[src/rtl/gdate_pkg.sv]
`timescale 1ns / 1ps
package gdate_pkg;

  localparam logic [13:0] YEAR_MIN = 14'd1;
  localparam logic [13:0] YEAR_MAX = 14'd9999;
  localparam logic [13:0] CYCLE_LEN = 14'd400;
  localparam logic [13:0] CENTURY = 14'd100;
  localparam logic [3:0]  MONTH_JAN = 4'd1;
  localparam logic [3:0]  MONTH_FEB = 4'd2;
  localparam logic [3:0]  MONTH_DEC = 4'd12;
  localparam logic [4:0]  FEB_LEAP_LEN = 5'd29;

  typedef enum logic [2:0] {
    ST_IDLE,
    ST_MOD,
    ST_INIT,
    ST_STEP,
    ST_DONE
  } gd_state_t;

  typedef enum logic [2:0] {
    OP_HOLD,
    OP_LOAD,
    OP_MOD,
    OP_INIT,
    OP_STEP
  } gd_op_t;

  typedef struct packed {
    gd_op_t op;
  } gd_cmd_t;

  typedef struct packed {
    logic mod_ge;
    logic step_more;
    logic step_ovf;
  } gd_status_t;

  function automatic logic [4:0] month_len(input logic [3:0] m, input logic leap);
    logic [4:0] len;
    case (m)
      4'd2:    len = leap ? FEB_LEAP_LEN : 5'd28;
      4'd4:    len = 5'd30;
      4'd6:    len = 5'd30;
      4'd9:    len = 5'd30;
      4'd11:   len = 5'd30;
      default: len = 5'd31;
    endcase
    return len;
  endfunction

endpackage

[src/rtl/gdate_dp.sv]
`timescale 1ns / 1ps
module gdate_dp import gdate_pkg::*; (
  input  logic        clk,
  input  gd_cmd_t     cmd,
  input  logic        in_req_type,
  input  logic [13:0] in_start_year,
  input  logic [3:0]  in_start_month,
  input  logic [4:0]  in_start_day,
  input  logic [15:0] in_day_count,
  output gd_status_t  status,
  output logic [13:0] out_result_year,
  output logic [3:0]  out_result_month,
  output logic [4:0]  out_result_day,
  output logic        out_year_overflow
);

  logic               sub_r, sub_nxt;
  logic [13:0]        y_r, y_nxt;
  logic [3:0]         m_r, m_nxt;
  logic signed [17:0] d_r, d_nxt;
  logic [15:0]        n_r, n_nxt;
  logic [13:0]        mod_r, mod_nxt;
  logic               ovf_r, ovf_nxt;

  logic               leap;
  logic [4:0]         cur_len;
  logic [4:0]         prev_len;
  logic [4:0]         d_cl;
  logic signed [17:0] add_a, add_b, add_sum;
  logic               wrap;
  logic [13:0]        y_cl;
  logic [3:0]         m_cl;

  // mod_r holds year mod 400 once the reduction pass is over
  always_comb begin
    leap = (mod_r == 14'd0) ||
           ((y_r[1:0] == 2'd0) && (mod_r != CENTURY) && (mod_r != 14'd200) &&
            (mod_r != 14'd300));
    cur_len = month_len(m_r, leap);
    prev_len = (m_r == MONTH_JAN) ? 5'd31 : month_len(m_r - 4'd1, leap);
    if (d_r[4:0] == 5'd0) begin
      d_cl = 5'd1;
    end else if (d_r[4:0] > cur_len) begin
      d_cl = cur_len;
    end else begin
      d_cl = d_r[4:0];
    end
  end

  // one shared adder: day count in the init step, month length in each month step
  always_comb begin
    if (cmd.op == OP_INIT) begin
      add_a = $signed({13'd0, d_cl});
      add_b = sub_r ? -$signed({2'd0, n_r}) : $signed({2'd0, n_r});
    end else begin
      add_a = d_r;
      add_b = sub_r ? $signed({13'd0, prev_len}) : -$signed({13'd0, cur_len});
    end
    add_sum = add_a + add_b;
  end

  always_comb begin
    wrap = sub_r ? (m_r == MONTH_JAN) : (m_r == MONTH_DEC);
    status.mod_ge = (mod_r >= CYCLE_LEN);
    status.step_more = sub_r ? (d_r < 18'sd1) : (d_r > $signed({13'd0, cur_len}));
    status.step_ovf = status.step_more && wrap &&
                      (sub_r ? (y_r == YEAR_MIN) : (y_r == YEAR_MAX));
  end

  always_comb begin
    y_cl = (in_start_year == 14'd0) ? YEAR_MIN :
           (in_start_year > YEAR_MAX) ? YEAR_MAX : in_start_year;
    m_cl = (in_start_month == 4'd0) ? MONTH_JAN :
           (in_start_month > MONTH_DEC) ? MONTH_DEC : in_start_month;
  end

  always_comb begin
    sub_nxt = sub_r;
    y_nxt = y_r;
    m_nxt = m_r;
    d_nxt = d_r;
    n_nxt = n_r;
    mod_nxt = mod_r;
    ovf_nxt = ovf_r;
    case (cmd.op)
      OP_LOAD: begin
        sub_nxt = in_req_type;
        y_nxt = y_cl;
        m_nxt = m_cl;
        d_nxt = $signed({13'd0, in_start_day});
        n_nxt = in_day_count;
        mod_nxt = y_cl;
        ovf_nxt = 1'b0;
      end
      OP_MOD: begin
        mod_nxt = mod_r - CYCLE_LEN;
      end
      OP_INIT: begin
        d_nxt = add_sum;
      end
      OP_STEP: begin
        if (status.step_ovf) begin
          // saturate at the end of the range
          ovf_nxt = 1'b1;
          y_nxt = sub_r ? YEAR_MIN : YEAR_MAX;
          m_nxt = sub_r ? MONTH_JAN : MONTH_DEC;
          d_nxt = sub_r ? 18'sd1 : 18'sd31;
        end else if (status.step_more) begin
          d_nxt = add_sum;
          if (!sub_r) begin
            if (wrap) begin
              m_nxt = MONTH_JAN;
              y_nxt = y_r + 14'd1;
              mod_nxt = (mod_r == CYCLE_LEN - 14'd1) ? 14'd0 : mod_r + 14'd1;
            end else begin
              m_nxt = m_r + 4'd1;
            end
          end else begin
            if (wrap) begin
              m_nxt = MONTH_DEC;
              y_nxt = y_r - 14'd1;
              mod_nxt = (mod_r == 14'd0) ? CYCLE_LEN - 14'd1 : mod_r - 14'd1;
            end else begin
              m_nxt = m_r - 4'd1;
            end
          end
        end
      end
      default: begin
      end
    endcase
  end

  always_ff @(posedge clk) begin
    sub_r <= sub_nxt;
    y_r <= y_nxt;
    m_r <= m_nxt;
    d_r <= d_nxt;
    n_r <= n_nxt;
    mod_r <= mod_nxt;
    ovf_r <= ovf_nxt;
  end

  assign out_result_year = y_r;
  assign out_result_month = m_r;
  assign out_result_day = d_r[4:0];
  assign out_year_overflow = ovf_r;

endmodule

[src/rtl/gdate_ctrl.sv]
`timescale 1ns / 1ps
module gdate_ctrl import gdate_pkg::*; (
  input  logic       clk,
  input  logic       rst_n,
  input  logic       start,
  input  gd_status_t status,
  output gd_cmd_t    cmd,
  output logic       busy,
  output logic       out_valid
);

  gd_state_t state_r, state_nxt;

  always_comb begin
    state_nxt = state_r;
    case (state_r)
      ST_IDLE: begin
        if (start) state_nxt = ST_MOD;
      end
      ST_MOD: begin
        if (!status.mod_ge) state_nxt = ST_INIT;
      end
      ST_INIT: begin
        state_nxt = ST_STEP;
      end
      ST_STEP: begin
        if (!status.step_more || status.step_ovf) state_nxt = ST_DONE;
      end
      ST_DONE: begin
        state_nxt = ST_IDLE;
      end
      default: begin
        state_nxt = ST_IDLE;
      end
    endcase
  end

  always_comb begin
    cmd.op = OP_HOLD;
    busy = 1'b1;
    out_valid = 1'b0;
    case (state_r)
      ST_IDLE: begin
        busy = 1'b0;
        if (start) cmd.op = OP_LOAD;
      end
      ST_MOD: begin
        if (status.mod_ge) cmd.op = OP_MOD;
      end
      ST_INIT: begin
        cmd.op = OP_INIT;
      end
      ST_STEP: begin
        if (status.step_more) cmd.op = OP_STEP;
      end
      ST_DONE: begin
        out_valid = 1'b1;
      end
      default: begin
      end
    endcase
  end

  always_ff @(posedge clk) begin
    if (!rst_n) begin
      state_r <= ST_IDLE;
    end else begin
      state_r <= state_nxt;
    end
  end

  a_accept_busy: assert property (@(posedge clk) disable iff (!rst_n)
    (start && !busy) |=> busy)
    else $error("transfer accepted but sequencer not busy");

  a_done_pulse: assert property (@(posedge clk) disable iff (!rst_n)
    out_valid |=> !out_valid && !busy)
    else $error("result strobe longer than one cycle");

  a_valid_after_work: assert property (@(posedge clk) disable iff (!rst_n)
    out_valid |-> $past(state_r == ST_STEP))
    else $error("result strobe without a month step before it");

  a_ovf_only_stepping: assert property (@(posedge clk) disable iff (!rst_n)
    (cmd.op == OP_STEP) |-> (state_r == ST_STEP) && status.step_more)
    else $error("month step issued outside stepping");

endmodule

[src/rtl/gregorian_date_add_sub_days.sv]
`timescale 1ns / 1ps
// The year mod 400 is reduced by repeated subtraction, one subtract per cycle (0 to 24 of them,
// start_year / 400); then the months crossed (up to about 2160) are stepped, one month per cycle
// through one adder, before the result strobe.
// A new request is taken only after the result; busy stays high until the strobe is over.
// Result on the out_ ports for one cycle with out_valid; the receiver cannot stall.
// Reset (rst_n, synchronous, active low) clears the sequencer only.
module gregorian_date_add_sub_days import gdate_pkg::*; (
  input  logic        clk,
  input  logic        rst_n,
  input  logic        start,
  output logic        busy,
  input  logic        in_req_type,
  input  logic [13:0] in_start_year,
  input  logic [3:0]  in_start_month,
  input  logic [4:0]  in_start_day,
  input  logic [15:0] in_day_count,
  output logic        out_valid,
  output logic [13:0] out_result_year,
  output logic [3:0]  out_result_month,
  output logic [4:0]  out_result_day,
  output logic        out_year_overflow
);

  gd_cmd_t    cmd;
  gd_status_t status;

  gdate_ctrl u_ctrl (
    .clk       (clk),
    .rst_n     (rst_n),
    .start     (start),
    .status    (status),
    .cmd       (cmd),
    .busy      (busy),
    .out_valid (out_valid)
  );

  gdate_dp u_dp (
    .clk               (clk),
    .cmd               (cmd),
    .in_req_type       (in_req_type),
    .in_start_year     (in_start_year),
    .in_start_month    (in_start_month),
    .in_start_day      (in_start_day),
    .in_day_count      (in_day_count),
    .status            (status),
    .out_result_year   (out_result_year),
    .out_result_month  (out_result_month),
    .out_result_day    (out_result_day),
    .out_year_overflow (out_year_overflow)
  );

endmodule
[config.mk]
export PLATFORM = sky130hd
export DESIGN_NAME = gregorian_date_add_sub_days
export DESIGN_NICKNAME = d
export VERILOG_FILES = /design/src/rtl/gdate_pkg.sv /design/src/rtl/gdate_dp.sv /design/src/rtl/gdate_ctrl.sv /design/src/rtl/gregorian_date_add_sub_days.sv
export SDC_FILE = /design/constraint.sdc
export NUM_CORES = 1
export LEC_CHECK = 0
export ABC_AREA = 1
export ABC_CLOCK_PERIOD_IN_PS = 5800
export BUFFER_PORTS_ARGS = -buffer_cell sky130_fd_sc_hd__buf_2
export CAP_MARGIN = 0
export CORE_AREA = 4 4 112 114
export DETAILED_ROUTE_END_ITERATION = 16
export DIE_AREA = 0 0 116 118
export GPL_TIMING_DRIVEN = 0
export PLACE_DENSITY = 0.83
export SLEW_MARGIN = 25
export SYNTH_ARGS = -nofsm -noshare
export SYNTH_HDL_FRONTEND = slang
export SYNTH_SLANG_ARGS = --single-unit
export TNS_END_PERCENT = 30
[constraint.sdc]
create_clock -name clk -period 5.8 [get_ports clk]
set_input_delay 0.29 -clock clk [delete_from_list [all_inputs] [get_ports clk]]
set_output_delay 0.29 -clock clk [all_outputs]
set_load 0.005 [all_outputs]
==> results.json <==
{
  "status": "finished clean",
  "cts_tree": "yes",
  "worstMarginPinSlew_ns": 0.794,
  "yosys_warnings": 0,
  "syn_avg_cell_area_um2": 6.83,
  "skew_ns": 0.0108,
  "synth_top_flop_cell": "edfxtp_1",
  "min_period_ns": 4.98,
  "cp.required_ns": 5.96,
  "hpwl_um": 15300,
  "grt_use_total": 0.292,
  "drv_slew": 0,
  "hp-start": "in_req_type",
  "routed_wl_um": 19800,
  "pin_count": 69,
  "hold-worst-slack_ns": 0.123,
  "swShare": 0.436,
  "grt_pass1_vias": 6465,
  "synthesis.nets": 1084,
  "fmax_ghz": 0.201,
  "ctsHoldBuffers": 0,
  "final_cell_mix": "nand2_1 (249), nor2_1 (125), inv_1 (119), nand3_1 (101), buf_2 (80)",
  "synth_edf_count": 68,
  "pre_cts_ws_ns": 1.05,
  "final_common_cell": "nand2_1",
  "relSlewSlack": 0.469,
  "cp_max_fo": 9,
  "dpl-instance-area_um2": 7390,
  "cts_buffers": 9,
  "grt_first_pass_wirelength_um": 31800,
  "crit_path_start": "u_dp.mod_r[4]$_DFFE_PP_",
  "power.internal_mw": 1.53,
  "die_h_um": 118,
  "std_cell_rows": 39,
  "ctsRootBufferMaster": "clkbuf_16",
  "critPathLaunchType": "flop",
  "via_per_inst": 5.79,
  "syn_area_um2": 6850,
  "rsz0062_at_grt": "false",
  "grt_max_degree": 19,
  "fin_ws_ns": 0.823,
  "critPathCaptureType": "flop",
  "diodes": 0,
  "yosysSeqAreaShare": 0.307,
  "switchingPower_mw": 1.19,
  "setup_violations": 0,
  "drive_gt1_frac": 0.131,
  "path_class": "reg2reg",
  "hold_viol_final": 0,
  "cts.sinks": 71,
  "hold_class": "in2reg",
  "fp.dieW_um": 116,
  "syn_to_final_growth_pct": 12.3,
  "antenna_left": 0,
  "synth-seq-cells": 71,
  "max_cap_viol_count": 0,
  "yosys.area.top_type": "edfxtp_1",
  "synth_top_area_frac": 0.298,
  "final-instance-count-excl-fill": 1230,
  "clk_pin_slew_worst_paths_ns": 0.07,
  "final_util": 0.673,
  "fin_crit_sh": 0.858,
  "coreArea_um2": 11400,
  "ys_types": 43,
  "dieArea_um2": 13700,
  "ys_async_sr_fraction": 0,
  "antenna_found_initial": 0,
  "clockBufferDepth": 2,
  "grt.overflow.total": 0,
  "power.total_mw": 2.72,
  "drt_iter0_drc": 902,
  "layout.nets": 1164,
  "routed-via-count": 7117,
  "p_per_area_nw_per_um2": 354,
  "p_leak_nw": 3.64,
  "clock_power_share": 0.213,
  "portBuffers": 68,
  "r2r_start": "u_dp.mod_r[4]$_DFFE_PP_",
  "slowest_stage": "edfxtp_1",
  "ctsResizeCount": 0,
  "ir_drop_v": 0.000229,
  "combPwrFrac": 0.491,
  "clock_latency_ns": 0.34,
  "p_seq_frac": 0.296,
  "crit_path_max_incr_delay_ns": 0.49,
  "dp.cells": 1214,
  "tns_ns": 0,
  "post_cts_buffers": 0,
  "first_pass_iters": 6,
  "n_fill_cell": 1017,
  "drc": 0,
  "wl_per_cell_um": 16.1,
  "start_util": 0.600,
  "routabilityCongestion": 0.983,
  "htree_levels": 3,
  "fin_area_um2": 7690,
  "synth_area_leaders": "edfxtp_1 (30%), nand2_1 (14%), nand3_1 (7.4%)",
  "arrival_ns": 5.14,
  "netlist_instances": 1002
}
==> power by group through the flow <==
stage          logic, mW  registers [mW]  clock network [mW]
6_report            1.33           0.806               0.580
5_1_grt             1.50           0.818               0.608
4_1_cts             1.31           0.803               0.582
3_5_place_dp        1.29           0.812                   0
3_3_place_gp        1.27           0.810                   0
2_1_floorplan      0.985           0.787                   0
==> final timing paths <==
check | end | depth (start not counted) | slack, ns
setup / recovery | u_dp.d_r[14]$_DFFE_PP_ | 29 | 0.82
hold / removal | u_dp.sub_r$_DFFE_PP_ | 1 | 0.12
setup reg to reg | u_dp.d_r[14]$_DFFE_PP_ | 29 | 0.82
hold reg to reg | u_ctrl.state_r[2]$_SDFFE_PN0P_ | 4 | 0.67
==> cells by family (layout without fill, tap and decap cells) <==
family,Yosys count,in the layout,share of synthesized area
AOI/OAI and AO/OA,134,134,0.110
xor gates and xnor gates,52,52,0.0665
adders and majority gates,39,39,0.0724
buffers and inverters,159,244,0.0948
DFF,71,71,0.307
and+or+nand+nor,547,547,0.349
==> cells in the mapped netlist (5+ instances only) <==
cell	count
o22ai_1	9
or2_2	8
nor3_1	18
edfxtp_1	68
nor2_2	5
ha_1	38
nor2_1	126
nand2_1	249
o211ai_1	7
nand3_1	101
a21oi_1	39
o21bai_1	5
o21ai_0	57
buf_2	12
xor2_1	36
inv_1	119
buf_4	8
nor2_4	5
clkbuf_1	9
xnor2_1	16
o31ai_1	5
nand4_1	16
inv_2	7
==> flip-flops by register name (all words and copies together) (netlist names) <==
name and count:
u_ctrl.state_r 3, u_dp.d_r 18, u_dp.mod_r 14, u_dp.n_r 16, u_dp.out_result_month 4, u_dp.out_result_year 14, u_dp.out_year_overflow 1, u_dp.sub_r 1
==> area by class of cell <==
class                      count  area, µm²  area share
inverter                     126        473      0.0615
multi-input combinational    772       4100       0.533
clock buffer                  13        260      0.0338
clock inverter                 3       42.5     0.00553
buffer                        33        176      0.0229
sequential                    71       2100       0.273
tap                          143        179      0.0233
timing repair buffer          69        355      0.0462
==> routing by layer <==
layer | routed length [µm] | part of all wire | vias up | track usage
li1 | - | - | 3468 | -
met1 | 8730 | 0.44 | 3235 | 0.412
met2 | 8760 | 0.44 | 371 | 0.441
met3 | 1870 | 0.094 | 43 | 0.0622
met4 | 468 | 0.024 | 0 | 0.100
met5 | 0 | 0 | - | 0
==> worst max-delay path: cells and delay by family, from the launching register on <==
family	cells	cell delay [ns]
compound gates	3	0.57
fa+ha+maj	4	1.21
buf+inv	6	0.60
flops	1	0.49
simple gates	16	1.94
Power figures use the tool's default switching activity.
